$ cat config.mk
export PLATFORM = sky130hd
export DESIGN_NAME = pcm_playback_ramp_sequencer
export DESIGN_NICKNAME = d
export VERILOG_FILES = /design/src/rtl/core/pcmrs_pkg.sv /design/src/rtl/core/pcm_playback_ramp_sequencer.sv
export SDC_FILE = /design/constraint.sdc
export NUM_CORES = 1
export LEC_CHECK = 0
export ABC_AREA = 0
export BUFFER_PORTS_ARGS = -buffer_cell sky130_fd_sc_hd__clkbuf_2
export CAP_MARGIN = 20
export CORE_MARGIN = 4
export CORE_UTILIZATION = 57
export DETAILED_ROUTE_END_ITERATION = 6
export MAX_ROUTING_LAYER = met4
export PLACE_DENSITY = 0.86
export SLEW_MARGIN = 15
export SYNTH_ARGS = -nofsm -noshare
export SYNTH_HDL_FRONTEND = slang
export SYNTH_SLANG_ARGS = --single-unit
$ cat constraint.sdc
create_clock -name clk -period 9.2 [get_ports clk]
set_input_delay 0.46 -clock clk [delete_from_list [all_inputs] [get_ports clk]]
set_output_delay 0.46 -clock clk [all_outputs]
set_load 0.05 [all_outputs]
$ cat src/rtl/core/pcmrs_pkg.sv
// pcmrs_pkg: shared types, codes and helpers of the pcm playback ramp sequencer
// depends on nothing; used by the top level, its checker and the testbench
package pcmrs_pkg;

  typedef enum logic [2:0] {
    MODE_STOPPED   = 3'd0,
    MODE_STARTING  = 3'd1,
    MODE_PLAYING   = 3'd2,
    MODE_FINISHING = 3'd3,
    MODE_FINISHED  = 3'd4,
    MODE_STOPPING  = 3'd5
  } mode_t;

  typedef enum logic [1:0] {
    REQ_TICK  = 2'd0,
    REQ_START = 2'd1,
    REQ_STOP  = 2'd2,
    REQ_NONE  = 2'd3
  } req_t;

  localparam logic [7:0] STOP_LEVEL   = 8'd0;
  localparam logic [7:0] REST_DEFAULT = 8'd127;

  // output tdata layout
  localparam int OUT_BUSY_BIT = 24;
  localparam int OUT_DONE_BIT = 25;
  localparam int OUT_TICK_BIT = 26;
  localparam int OUT_MODE_LSB = 27;
  localparam int OUT_MODE_MSB = 29;

  function automatic logic [7:0] step_toward(input logic [7:0] level, input logic [7:0] goal);
    logic [7:0] res;
    res = level;
    if (level > goal) begin
      res = level - 8'd1;
    end else if (level < goal) begin
      res = level + 8'd1;
    end
    return res;
  endfunction

endpackage

$ cat src/rtl/core/pcm_playback_ramp_sequencer.sv
// pcm_playback_ramp_sequencer: click-free clip playback sequencer, top level
// depends on pcmrs_pkg
//
// channel | dir | handshake             | payload
// in_     | in  | in_tvalid/in_tready   | tuser req_type, tdata sample/length
// out_    | out | out_tvalid/out_tready | tdata level/index/flags/mode
// cfg_    | in  | cfg_valid/cfg_ready   | cfg_data rest_level
//
// one result per request; an accepted request passes the input register, then the result register, to out_tvalid
// a new request is taken every cycle while the output side keeps up
// the sequencer state updates as a request leaves the input register
// a stalled result holds the input register; one more request waits there
// rst_n clears state to stopped, level zero, rest level 127
module pcm_playback_ramp_sequencer #(
  parameter int INDEX_BITS = 16
) (
  input  logic        clk,
  input  logic        rst_n,
  input  logic        in_tvalid,
  output logic        in_tready,
  input  logic [23:0] in_tdata,   // sample_value[7:0], clip_length[23:8]
  input  logic [1:0]  in_tuser,   // req_type[1:0]
  output logic        out_tvalid,
  input  logic        out_tready,
  output logic [31:0] out_tdata,  // pwm_level[7:0], read_index[23:8], busy_res[24],
                                  // done_res[25], tick_enable[26], mode[29:27], zero[31:30]
  input  logic        cfg_valid,
  output logic        cfg_ready,
  input  logic [7:0]  cfg_data
);

  localparam int CMP_W = (INDEX_BITS > 16) ? INDEX_BITS : 16;

  logic                  s1_valid_r;
  pcmrs_pkg::req_t       s1_req_r;
  logic [7:0]            s1_sample_r;
  logic [15:0]           s1_len_r;
  logic                  s1_adv;

  pcmrs_pkg::mode_t      mode_r, mode_nxt;
  logic [7:0]            level_r, level_nxt;
  logic [INDEX_BITS-1:0] idx_r, idx_nxt;
  logic [7:0]            first_r, first_nxt;
  logic [15:0]           len_r, len_nxt;
  logic                  loaded_r, loaded_nxt;
  logic                  tick_r, tick_nxt;
  logic                  done_nxt;
  logic [7:0]            rest_r;
  logic [CMP_W-1:0]      idx_ext;

  logic                  out_valid_r;
  logic [31:0]           out_data_r;

  assign cfg_ready  = 1'b1;
  assign s1_adv     = s1_valid_r && (!out_valid_r || out_tready);
  assign in_tready  = !s1_valid_r || s1_adv;
  assign out_tvalid = out_valid_r;
  assign out_tdata  = out_data_r;

  always_comb begin
    mode_nxt   = mode_r;
    level_nxt  = level_r;
    idx_nxt    = idx_r;
    first_nxt  = first_r;
    len_nxt    = len_r;
    loaded_nxt = loaded_r;
    tick_nxt   = tick_r;
    done_nxt   = 1'b0;
    if (s1_req_r == pcmrs_pkg::REQ_START) begin
      idx_nxt    = '0;
      first_nxt  = s1_sample_r;
      len_nxt    = s1_len_r;
      loaded_nxt = 1'b1;
      mode_nxt   = pcmrs_pkg::MODE_STARTING;
      tick_nxt   = 1'b1;
    end else if (s1_req_r == pcmrs_pkg::REQ_STOP) begin
      mode_nxt = pcmrs_pkg::MODE_STOPPING;
    end else if (s1_req_r == pcmrs_pkg::REQ_TICK && tick_r) begin
      if (mode_nxt == pcmrs_pkg::MODE_STARTING) begin
        level_nxt = pcmrs_pkg::step_toward(level_nxt, first_r);
        if (level_nxt == first_r) begin
          mode_nxt = pcmrs_pkg::MODE_PLAYING;
        end
      end
      if (mode_nxt == pcmrs_pkg::MODE_PLAYING) begin
        level_nxt = s1_sample_r;
        idx_nxt   = idx_r + 1'b1;
        if (CMP_W'(idx_nxt) >= CMP_W'(len_r)) begin
          mode_nxt   = pcmrs_pkg::MODE_FINISHING;
          loaded_nxt = 1'b0;
          done_nxt   = 1'b1;
        end
      end
      if (mode_nxt == pcmrs_pkg::MODE_FINISHING) begin
        level_nxt = pcmrs_pkg::step_toward(level_nxt, rest_r);
        if (level_nxt == rest_r) begin
          mode_nxt = pcmrs_pkg::MODE_FINISHED;
        end
      end
      if (mode_nxt == pcmrs_pkg::MODE_STOPPING) begin
        level_nxt = pcmrs_pkg::step_toward(level_nxt, pcmrs_pkg::STOP_LEVEL);
        if (level_nxt == pcmrs_pkg::STOP_LEVEL) begin
          mode_nxt = pcmrs_pkg::MODE_STOPPED;
        end
      end
      if (mode_nxt == pcmrs_pkg::MODE_STOPPED) begin
        tick_nxt = 1'b0;
      end
    end
  end

  assign idx_ext = CMP_W'(idx_nxt);

  // input register
  always_ff @(posedge clk) begin
    if (!rst_n) begin
      s1_valid_r <= 1'b0;
    end else if (in_tready) begin
      s1_valid_r <= in_tvalid;
    end
    if (in_tready && in_tvalid) begin
      s1_req_r    <= pcmrs_pkg::req_t'(in_tuser);
      s1_sample_r <= in_tdata[7:0];
      s1_len_r    <= in_tdata[23:8];
    end
  end

  // sequencer state and rest level
  always_ff @(posedge clk) begin
    if (!rst_n) begin
      mode_r   <= pcmrs_pkg::MODE_STOPPED;
      level_r  <= '0;
      idx_r    <= '0;
      first_r  <= '0;
      len_r    <= '0;
      loaded_r <= 1'b0;
      tick_r   <= 1'b0;
      rest_r   <= pcmrs_pkg::REST_DEFAULT;
    end else begin
      if (s1_adv) begin
        mode_r   <= mode_nxt;
        level_r  <= level_nxt;
        idx_r    <= idx_nxt;
        first_r  <= first_nxt;
        len_r    <= len_nxt;
        loaded_r <= loaded_nxt;
        tick_r   <= tick_nxt;
      end
      if (cfg_valid && cfg_ready) begin
        rest_r <= cfg_data;
      end
    end
  end

  // result register
  always_ff @(posedge clk) begin
    if (!rst_n) begin
      out_valid_r <= 1'b0;
    end else if (s1_adv) begin
      out_valid_r <= 1'b1;
    end else if (out_tready) begin
      out_valid_r <= 1'b0;
    end
    if (s1_adv) begin
      out_data_r <= {2'b00, mode_nxt, tick_nxt, done_nxt, loaded_nxt,
                     idx_ext[15:0], level_nxt};
    end
  end

endmodule

==> Word-level counts from Yosys, hierarchy flattened <==
Cells that the tools add are included.
{ "word_totals": {"register_bits": 119, "out_inout_bits": 35, "elab_cells": 122} }
{ "classes": {"n_mux": 70, "add_sub_neg": 7, "magnitude_cmp": 7, "bitwise_logic": 2, "reduce_logical": 13, "n_eq_ne": 8} }
{ "ops": {"columns": ["operator", "n"], "rows": [
  ["8-bit two-way mux", 31],
  ["3-bit two-way mux", 23],
  ["16-bit two-way mux", 4],
  ["8-bit by 1-bit adder with 8-bit output, second input constant", 3],
  ["8-bit by 1-bit subtractor with 8-bit output, second input constant", 3],
  ["16-bit by 1-bit adder with 16-bit output, second input constant", 1],
  ["8-bit equality test", 2],
  ["16-bit greater-or-equal comparator", 1],
  ["8-bit > comparator", 2],
  ["8-bit less-than comparator", 2],
  ["1-bit two-way mux", 12],
  ["8-bit by 1-bit > comparator with 1-bit output, second input constant", 1],
  ["8-bit zero test", 1],
  ["8-bit by 1-bit less-than comparator with 1-bit output, second input constant", 1],
  ["3-bit by 2-bit equality test with 1-bit output, second input constant", 2],
  ["4-bit OR reduction", 1],
  ["3-bit by 1-bit equality test with 1-bit output, second input constant", 1],
  ["3-bit equality test, second input constant", 1],
  ["1-bit logical AND", 3],
  ["3-bit zero test", 1],
  ["2-bit by 1-bit equality test with 1-bit output, second input constant", 1],
  ["2-bit equality test, second input constant", 1],
  ["1-bit zero test", 2],
  ["2-bit zero test", 1],
  ["other kinds (4)", 6]
]} }

==> Longest topological paths before layout <==
Gate-level depths: netlist (run 1).
{ "logic_depth": {"word_depth": 47, "ltp_mapped": 31, "depth_no_buf": 27} }

==> Worst setup path before layout (run 1) <==
OpenSTA, ideal clock, no wires.
{ "synth_timing": {"path_kind": "reg-to-reg", "startpoint": "register first_r[5]", "endpoint": "register out_data_r[26], in the netlist out_tdata[26] (data pin)", "setup_slack_ps": 2355, "period_less_slack_ps": 6845, "setup_ps": 261, "path_stages_with_launch": 29, "t_arrival_ps": 6585, "n_path_buf": 2, "cell_sequence": "dfxtp_1 inv_1 ha_1 a21oi_1 o21ai_1 or3_4 o21ai_1 nor2_1 or4_4 o41a_1 clkbuf_1 mux2i_1 inv_1 ha_1 nand4_1 a21o_1 and2_1 clkbuf_1 a211o_1 or4_1 a21oi_1 a311oi_1 o21ai_0 o311a_1 nand4_1 nor4b_1 a21oi_1 or3b_1 a221o_1"} }
{ "synth_between": {"elab_chain_len": 47, "word_cells_on_any_way": 68, "cone_classes": "add/sub (4); order compare (6); eq/ne (5); mux (51); reduce/logical (2)"} }
{ "synth_rtl": {"columns": ["item", "line", "rtl"], "rows": [
  ["start: declaration", "pcm_playback_ramp_sequencer.sv:43", "logic [7:0] first_r, first_nxt;"],
  ["start signal: assignment", "pcm_playback_ramp_sequencer.sv:144", "first_r <= first_nxt;"],
  ["8-bit less-than comparator", "pcmrs_pkg.sv:36", "end else if (level < goal) begin"],
  ["8-bit two-way mux", "pcmrs_pkg.sv:36", null],
  ["8-bit two-way mux", "pcmrs_pkg.sv:34", "if (level > goal) begin"],
  ["8-bit two-way mux", "pcm_playback_ramp_sequencer.sv:79", "if (mode_nxt == pcmrs_pkg::MODE_STARTING) begin"],
  ["8-bit two-way mux", "pcm_playback_ramp_sequencer.sv:78", "end else if (s1_req_r == pcmrs_pkg::REQ_TICK && tick_r) begin"],
  ["8-bit two-way mux", "pcm_playback_ramp_sequencer.sv:76", "end else if (s1_req_r == pcmrs_pkg::REQ_STOP) begin"],
  ["8-bit two-way mux", "pcm_playback_ramp_sequencer.sv:69", "if (s1_req_r == pcmrs_pkg::REQ_START) begin"],
  ["8-bit equality test", "pcm_playback_ramp_sequencer.sv:81", "if (level_nxt == first_r) begin"],
  ["(+32 left out)", null, null],
  ["3-bit two-way mux (*)", "pcm_playback_ramp_sequencer.sv:76", null],
  ["3-bit two-way mux (*)", "pcm_playback_ramp_sequencer.sv:69", null],
  ["3-bit zero test (*)", "pcm_playback_ramp_sequencer.sv:106", "if (mode_nxt == pcmrs_pkg::MODE_STOPPED) begin"],
  ["1-bit two-way mux (*)", "pcm_playback_ramp_sequencer.sv:106", null],
  ["1-bit two-way mux (*)", "pcm_playback_ramp_sequencer.sv:78", null],
  ["1-bit two-way mux (*)", "pcm_playback_ramp_sequencer.sv:76", null],
  ["1-bit two-way mux (*)", "pcm_playback_ramp_sequencer.sv:69", null],
  ["named net tick_nxt", "pcm_playback_ramp_sequencer.sv:46", "logic tick_r, tick_nxt;"],
  ["end signal: assignment", "pcm_playback_ramp_sequencer.sv:165", "out_data_r <= {2'b00, mode_nxt, tick_nxt, done_nxt, loaded_nxt,"],
  ["end: declaration", "pcm_playback_ramp_sequencer.sv:52", "logic [31:0] out_data_r;"]
]} }
The timed path passes the listed nets; every way through them passes the cells marked *. The select of a mux whose other input is x is not followed.
A chain may end at the register's enable or synchronous reset.

==> Worst setup path in the final report (run 1) <==
{ "layout_timing": {"startpoint": "register level_r[4]", "endpoint": "register out_data_r[26], in the netlist out_tdata[26] (data pin)"} }
{ "layout_between": {"elab_chain_len": 47, "word_cells_on_any_way": 70, "cone_classes": "add/sub (6); order compare (6); eq/ne (5); mux (51); reduce/logical (2)"} }
{ "layout_rtl": {"columns": ["item", "line", "rtl"], "rows": [
  ["start: declaration", "pcm_playback_ramp_sequencer.sv:41", "logic [7:0] level_r, level_nxt;"],
  ["start signal: assignment", "pcm_playback_ramp_sequencer.sv:142", "level_r <= level_nxt;"],
  ["8-bit by 1-bit adder with 8-bit output / 8-bit less-than comparator (equally long branches)", "pcmrs_pkg.sv:37, pcmrs_pkg.sv:36", null],
  ["8-bit two-way mux", "pcmrs_pkg.sv:36", null],
  ["8-bit two-way mux", "pcmrs_pkg.sv:34", null],
  ["8-bit two-way mux", "pcm_playback_ramp_sequencer.sv:79", null],
  ["8-bit two-way mux", "pcm_playback_ramp_sequencer.sv:78", null],
  ["8-bit two-way mux", "pcm_playback_ramp_sequencer.sv:76", null],
  ["8-bit two-way mux", "pcm_playback_ramp_sequencer.sv:69", null],
  ["8-bit equality test", "pcm_playback_ramp_sequencer.sv:81", null],
  ["(+32 left out)", null, null],
  ["3-bit two-way mux (*)", "pcm_playback_ramp_sequencer.sv:76", null],
  ["3-bit two-way mux (*)", "pcm_playback_ramp_sequencer.sv:69", null],
  ["3-bit zero test (*)", "pcm_playback_ramp_sequencer.sv:106", null],
  ["1-bit two-way mux (*)", "pcm_playback_ramp_sequencer.sv:106", null],
  ["1-bit two-way mux (*)", "pcm_playback_ramp_sequencer.sv:78", null],
  ["1-bit two-way mux (*)", "pcm_playback_ramp_sequencer.sv:76", null],
  ["1-bit two-way mux (*)", "pcm_playback_ramp_sequencer.sv:69", null],
  ["named net tick_nxt", "pcm_playback_ramp_sequencer.sv:46", null]
]} }
Marked as above.

==> metrics.md, run 1 <==
| Metric | Value |
|---|---|
| Multi-input logic area | 0.00461 mm² |
| VDD IR max | 0.140 mV |
| Hold-fix buffers, CTS | 0 |
| Most common cell in the netlist | nand2_1 |
| GRT Total Usage | 28.0% |
| RSZ-0062 raised after global routing | no |
| Core footprint | 0.0135 mm² |
| Setup CP Type | register to register |
| Period utilization | 89.5% |
| Setup TNS | 0 ns |
| Die Ht | 126 µm |
| Root Driver | clkbuf_16 |
| Die area | 0.0159 mm² |
| Layout cells sized above 1 | 13.7% |
| Tightest Pin Transition | 1.07 ns |
| Vias/cell | 6.28 |
| Crit Reg-Reg Startpoint | level_r[4]$_SDFFE_PN0P_ |
| Routed Wire Length | 21.6 mm |
| Hpwl dp | 15.9 mm |
| First-pass GRT wire length | 35.1 mm |
| Inserted Diodes | 0 |
| Ranking of synthesized cells by area | edfxtp_1 (21%), dfxtp_1 (16%), nand2_1 (6.9%), ha_1 (6.5%), a21oi_1 (5.5%) |
| Worst skew pair latency | 0.42 ns |
| Seq. cell area | 0.00294 mm² |
| Sequential share of power | 39.1% |
| CP required | 9.37 ns |
| Initial Util | 59.0% |
| Skew final | 0.00790 ns |
| R2R Path End | out_tdata[26]$_DFFE_PP_ |
| Vias in the first global route | 6762 |
| Clock transition at the registers of the reported paths | 0.06 ns |
| Number of max-cap violations | 0 |
| First-iteration detailed-routing DRC count | 792 |
| Rows | 42 |
| Slew Limit Headroom | 28.5% |
| Post-synth EDFFs | 56 |
| Via count | 7416 |
| Async set-reset flop share out of synthesis | 0% |
| Hold Path Stages | 1 |
| Worst Path Buf+Inv | 1 |
| Total power after layout | 1.51 mW |
| CTS tree | yes |
| Number of gates resized after CTS | 0 |
| R2R Setup Slk | 0.97 ns |
| Pwr Density | 169 mW/mm² |
| Post-synthesis sequential element count | 119 |
| Leakage | 3.46 nW |
| Pin count of the biggest net entering global routing | 54 |
| Status | finished, final reports clean |
| Area delta synth->final | 12.5% |
| H-tree Lvls | 4 |
| Aggregate global routing overflow | 0 |
| Final core utilization | 66.4% |
| Crit path max fanout | 14 |
| CP arrival | 8.40 ns |
| Crit path launch type | register |
| Final min period | 8.23 ns |
| PortBufs | 70 |
| RePlAce Congestion | 1.03 |
| Pre-antenna DRT Iters | 6 |
| Sequential area share after synthesis | 37.1% |
| Fillcell total | 1115 |
| Slew Viols, Final | 0 |
| DRC viols | 0 |
| CP max-delay cell | o21ai_1 |
| Pint | 1.06 mW |
| CP peak stage delay | 0.82 ns |
| Final instance count without filler cells | 1181 |
| Netlist cell types | 86 |
| Clk network pwr share | 41.5% |
| Main synth FF type | dfxtp_1 |
| Crit-path leading delay family | compound AO/OA/AOI/OAI gates |
| Synth warnings | 0 |
| Synthesized area per cell | 8.43 µm² |
| Max Fclk | 121 MHz |
| Cell count of the worst reg-to-reg path | 25 |
| Final-report setup violation count | 0 |
| Largest area contributor in the netlist | edfxtp_1 |
| Switching power | 0.453 mW |
| Yosys top cell area share | 21.2% |
| Hold EP | s1_len_r[0]$_DFFE_PP_ |
| Die W | 126 µm |
| Layout Nets | 1072 |
| Clk sinks | 119 |
| # IOs | 74 |
| Commonest cells post-synth | nand2_1 (145), a21oi_1 (87), nor2_1 (68), dfxtp_1 (63), edfxtp_1 (56) |
| Logic pwr share | 19.3% |
| Critical path's most frequent cell | a21oi_1 |
| TritonCTS Buffers | 17 |
| DR WL/cell | 18.3 µm |
| CTS Buffer Depth | 2 |
| Placed insts | 1149 |
| CP endpoint kind | register |
| Mapped Cells | 942 |
| Routed Antenna Nets | 0 |
| Initial antenna violation count | 0 |
| Final Hold Viols | 0 |
| Mapped Area | 0.00794 mm² |
| Switching Fraction | 30.0% |
| Setup repair bufs after CTS | 0 |
| Hold Path Class | input pin to register |
| Worst hold start | in_tdata[8] |
-- stage by stage --
stage,setup slack (ns),hold WS [ns],cell area [µm²]
2_1_floorplan,2.35,0.436,7950
3_3_place_gp,1.30,0.442,8370
3_5_place_dp,1.18,0.447,8370
4_1_cts,1.12,0.201,8940
5_1_grt,0.427,0.201,8940
6_report,0.967,0.209,8940
-- state kept, by name, summed over array words and instances (netlist names) --
signal / cells
mode_r: 3
level_r: 8
s1_valid_r: 1
s1_len_r: 16
idx_r: 16
out_tdata: 30
first_r: 8
out_tvalid: 1
rest_r: 8
len_r: 16
s1_req_r: 2
tick_r: 1
s1_sample_r: 8
loaded_r: 1
-- cells in the final DEF (no fill, tap or decap), types with 15 or more instances in the layout --
| cell type | n |
|---|---|
| nand2_1 | 145 |
| a21oi_1 | 87 |
| clkbuf_2 | 70 |
| nor2_1 | 68 |
| dfxtp_1 | 63 |
| edfxtp_1 | 56 |
| inv_1 | 48 |
| ha_1 | 41 |
| o21ai_0 | 35 |
| xnor2_1 | 28 |
| nor3_1 | 27 |
| xor2_1 | 23 |
| nand3_1 | 19 |
| clkbuf_16 | 19 |
| or3_1 | 18 |
| nand4_1 | 16 |
| and3_1 | 15 |
| a211oi_1 | 15 |
-- cell families after synthesis --
family / share of synthesized area [%]
compound gates: 20.4
xor+xnor: 5.91
fa+ha+maj: 6.46
buf+inv: 4.93
flops: 37.1
mux: 2.77
other cells: 0.0946
simple gates: 22.4
-- power by group through the flow --
stage               registers [mW]  clock network, mW  logic, mW
detailed placement           0.601                  0      0.285
CTS                          0.590              0.632      0.286
finish                       0.591              0.626      0.292
floorplan                    0.618                  0      0.197
global placement             0.600                  0      0.284
global route                 0.592              0.657      0.320
-- how the worst max path moves through the flow --
stage | startpoint | endpoint | cells past startpoint
finish | level_r[4]$_SDFFE_PN0P_ | out_tdata[26]$_DFFE_PP_ | 25
global route | level_r[4]$_SDFFE_PN0P_ | out_tdata[26]$_DFFE_PP_ | 25
CTS | level_r[4]$_SDFFE_PN0P_ | out_tdata[26]$_DFFE_PP_ | 25
detailed placement | level_r[4]$_SDFFE_PN0P_ | out_tdata[26]$_DFFE_PP_ | 25
global placement | level_r[4]$_SDFFE_PN0P_ | out_tdata[26]$_DFFE_PP_ | 25
floorplan | first_r[5]$_SDFFE_PN0P_ | out_tdata[26]$_DFFE_PP_ | 28
-- cell type report --
type	count	area share [%]
inverter	50	2.10
tap	176	2.46
clock buffer	23	5.60
timing repair buffer	78	4.59
clock inverter	9	0.728
sequential	119	32.9
multi-input combinational	726	51.6
-- worst register-to-register path, delay by kind of cell, from the launching register on --
kind	cells	cell delay [ns]
compound gates	12	3.36
mux	1	0.40
flops	1	0.69
simple gates	9	2.85
buf+inv	1	0.12
fa+ha+maj	2	0.57
-- layer usage --
metal  global-route usage (%)  vias to the layer above  part of all wire [%]  wire length [µm]
met5                        -                        -                     0                 0
met3                     4.78                       64                   8.7              1870
met4                     9.53                        0                   2.7               573
met1                     40.6                     3459                    45              9740
met2                     39.7                      373                    43              9380
li1                         -                     3520                     -                 -
Power figures use the tool's default switching activity.
==> run 2, diff against run 1 <==
--- a/config.mk
+++ b/config.mk
@@ -8,11 +8,14 @@
 export ABC_AREA = 0
 export BUFFER_PORTS_ARGS = -buffer_cell sky130_fd_sc_hd__clkbuf_2
 export CAP_MARGIN = 20
+export CELL_PAD_IN_SITES_DETAIL_PLACEMENT = 1
+export CELL_PAD_IN_SITES_GLOBAL_PLACEMENT = 1
 export CORE_MARGIN = 4
-export CORE_UTILIZATION = 57
+export CORE_UTILIZATION = 46
+export CTS_CLUSTER_SIZE = 40
 export DETAILED_ROUTE_END_ITERATION = 6
 export MAX_ROUTING_LAYER = met4
-export PLACE_DENSITY = 0.86
+export PLACE_DENSITY = 0.9
 export SLEW_MARGIN = 15
 export SYNTH_ARGS = -nofsm -noshare
 export SYNTH_HDL_FRONTEND = slang
==> run 2 against run 1 <==
Compared with the run above:
- die area up 22%
- total power up 1.9%
- routed wire length up 19%
- non-clock buffer count up 2
- via count up 1.3%
- first-iteration DRC count down 22%
- clock power up 3%
- design area up 0.91%
- maximum frequency down 1.8%
- sequential power about the same
- register-to-register slack worse by 0.15 ns
- flip-flop and latch count unchanged
- critical path type unchanged
==> metrics.md, run 2 (synthesized netlist as in run 1, its figures left out) <==
| Metric | Value |
|---|---|
| Worst skew pair latency | 0.42 ns (about the same) |
| First-pass GRT wire length | 40.7 mm (+16%) |
| Routed Antenna Nets | 0 (unchanged) |
| RSZ-0062 raised after global routing | no |
| Crit path launch type | register |
| Commonest cells after routing, fill and taps aside | nand2_1 (145), a21oi_1 (87), clkbuf_2 (70), nor2_1 (68), dfxtp_1 (63) |
| Pwr Density | 171 mW/mm² (+1.0%) |
| Pre-antenna DRT Iters | 5 (-1) |
| Root Driver | clkbuf_16 |
| Final min period | 8.39 ns (+0.152 ns) |
| DR WL/cell | 20.9 µm (+15%) |
| VDD IR max | 0.127 mV (-9.0%) |
| Cell count of the worst reg-to-reg path | 26 (+4.0%) |
| Crit-path leading delay family | compound AO/OA/AOI/OAI gates |
| Dpl cell area | 0.00843 mm² (+0.75%) |
| Vias in the first global route | 7563 (+12%) |
| CP arrival | 8.55 ns (+0.15 ns) |
| Total power after layout | 1.54 mW (+1.9%) |
| Initial Util | 47.4% (-12 points) |
| Routed Wire Length | 25.7 mm (+19%) |
| Number of gates resized after CTS | 0 (unchanged) |
| Vias/cell | 6.12 (-2.5%) |
| TritonCTS Buffers | 17 (unchanged) |
| Crit path max fanout | 17 (+3) |
| # IOs | 74 (unchanged) |
| DRC viols | 0 (unchanged) |
| Worst Path Buf+Inv | 2 (+1) |
| Setup CP Type | register to register |
| Worst path depth | 26 (+4.0%) |
| CTS Buffer Depth | 2 (unchanged) |
| Clk sinks | 119 (unchanged) |
| Setup repair bufs after CTS | 0 (unchanged) |
| Hold-fix buffers, CTS | 0 (unchanged) |
| Clock transition at the registers of the reported paths | 0.06 ns (about the same) |
| Skew final | 0.00655 ns (-0.00136 ns) |
| CTS tree | yes |
| Layout Nets | 1074 (+0.19%) |
| Final-report setup violation count | 0 (unchanged) |
| CP required | 9.36 ns (about the same) |
| RePlAce Congestion | 0.946 (-8.0%) |
| Leakage | 3.47 nW (+0.13%) |
| CP max-delay cell | o41a_1 |
| Via count | 7515 (+1.3%) |
| Initial antenna violation count | 0 (unchanged) |
| Core footprint | 0.0168 mm² (+25%) |
| Final Hold Viols | 0 (unchanged) |
| Rows | 47 (+12%) |
| Setup TNS | 0 ns (unchanged) |
| CP peak stage delay | 0.67 ns (-0.15 ns) |
| Hold Path Class | input pin to register |
| H-tree Lvls | 4 (unchanged) |
| First-iteration detailed-routing DRC count | 620 (-22%) |
| Slew Viols, Final | 0 (unchanged) |
| Period utilization | 91.1% (+1.7 points) |
| Max Fclk | 119 MHz (-1.8%) |
| CP endpoint kind | register |
| Pin count of the biggest net entering global routing | 49 (-9.3%) |
| Layout cells sized above 1 | 14.2% (+0.47 points) |
| Commonest non-fill, non-tap cell in the layout | nand2_1 |
| Area delta synth->final | 13.6% |
| Fin area | 0.00902 mm² (+0.91%) |
| Slew Limit Headroom | 27.0% (-1.5 points) |
| Die area | 0.0194 mm² (+22%) |
| PortBufs | 70 (unchanged) |
| Hold Path Stages | 1 (unchanged) |
| Aggregate global routing overflow | 0 (unchanged) |
| Status | finished, final reports clean |
| Number of max-cap violations | 0 (unchanged) |
| Hpwl dp | 18.7 mm (+18%) |
| Die Ht | 139 µm (+11%) |
| Tightest Pin Transition | 1.09 ns (+0.0269 ns) |
| Inserted Diodes | 0 (unchanged) |
| Largest register FFs | 30 (unchanged) |
| GRT Total Usage | 26.7% (-1.3 points) |
| Die W | 139 µm (+11%) |
| Final core utilization | 53.8% (-13 points) |
| Hold_ws | 0.214 ns (+0.00458 ns) |
==> run 2: cell types whose count changed in the layout (fill, tap and decap cells not counted), sizes merged <==
cell	change
inv	+3
clkbuf	-5
buf	+2
bufinv	+1
clkinv	+1
==> run 2: layout make-up <==
type	instances	area [µm²]
fillers	2016	7740
repair buffers	80	429
well taps	220	275
inverters	50	188
multi-input cells	726	4610
clock buffers	18	429
flip-flops and latches	119	2940
clock inverters	14	143
==> run 2: per-stage QoR <==
step / cells / setup WS, ns
finish: 1227 / 0.815
global route: 1227 / 0.340
CTS: 1226 / 0.690
detailed placement: 1194 / 0.705
global placement: 1194 / 1.11
floorplan: 943 / 2.35
==> run 2: path summary, 6_finish.rpt <==
check / from / endpoint / slack [ns]
max: level_r[0]$_SDFFE_PN0P_ / out_tdata[26]$_DFFE_PP_ / 0.81
min: in_tdata[15] / s1_len_r[7]$_DFFE_PP_ / 0.21
max reg2reg: level_r[0]$_SDFFE_PN0P_ / out_tdata[26]$_DFFE_PP_ / 0.81
min reg2reg: len_r[4]$_SDFFE_PN0P_ / len_r[4]$_SDFFE_PN0P_ / 0.47
==> run 2: power by group <==
| part | total (mW) | internal, mW | leakage, nW | switching [mW] |
|---|---|---|---|---|
| Clock | 0.645 | 0.379 | 0.270 | 0.266 |
| Sequential | 0.591 | 0.576 | 1.04 | 0.0153 |
| Combinational | 0.302 | 0.0976 | 2.15 | 0.205 |
==> run 2: routing by layer <==
| layer | routed length, µm | GRT usage [%] | up-vias | part of all wire [%] |
|---|---|---|---|---|
| li1 | - | - | 3510 | - |
| met1 | 11600 | 36.3 | 3658 | 45 |
| met2 | 11900 | 41.5 | 312 | 46 |
| met3 | 1780 | 4.32 | 35 | 6.9 |
| met4 | 440 | 7.42 | 0 | 1.7 |
| met5 | 0 | - | - | 0 |
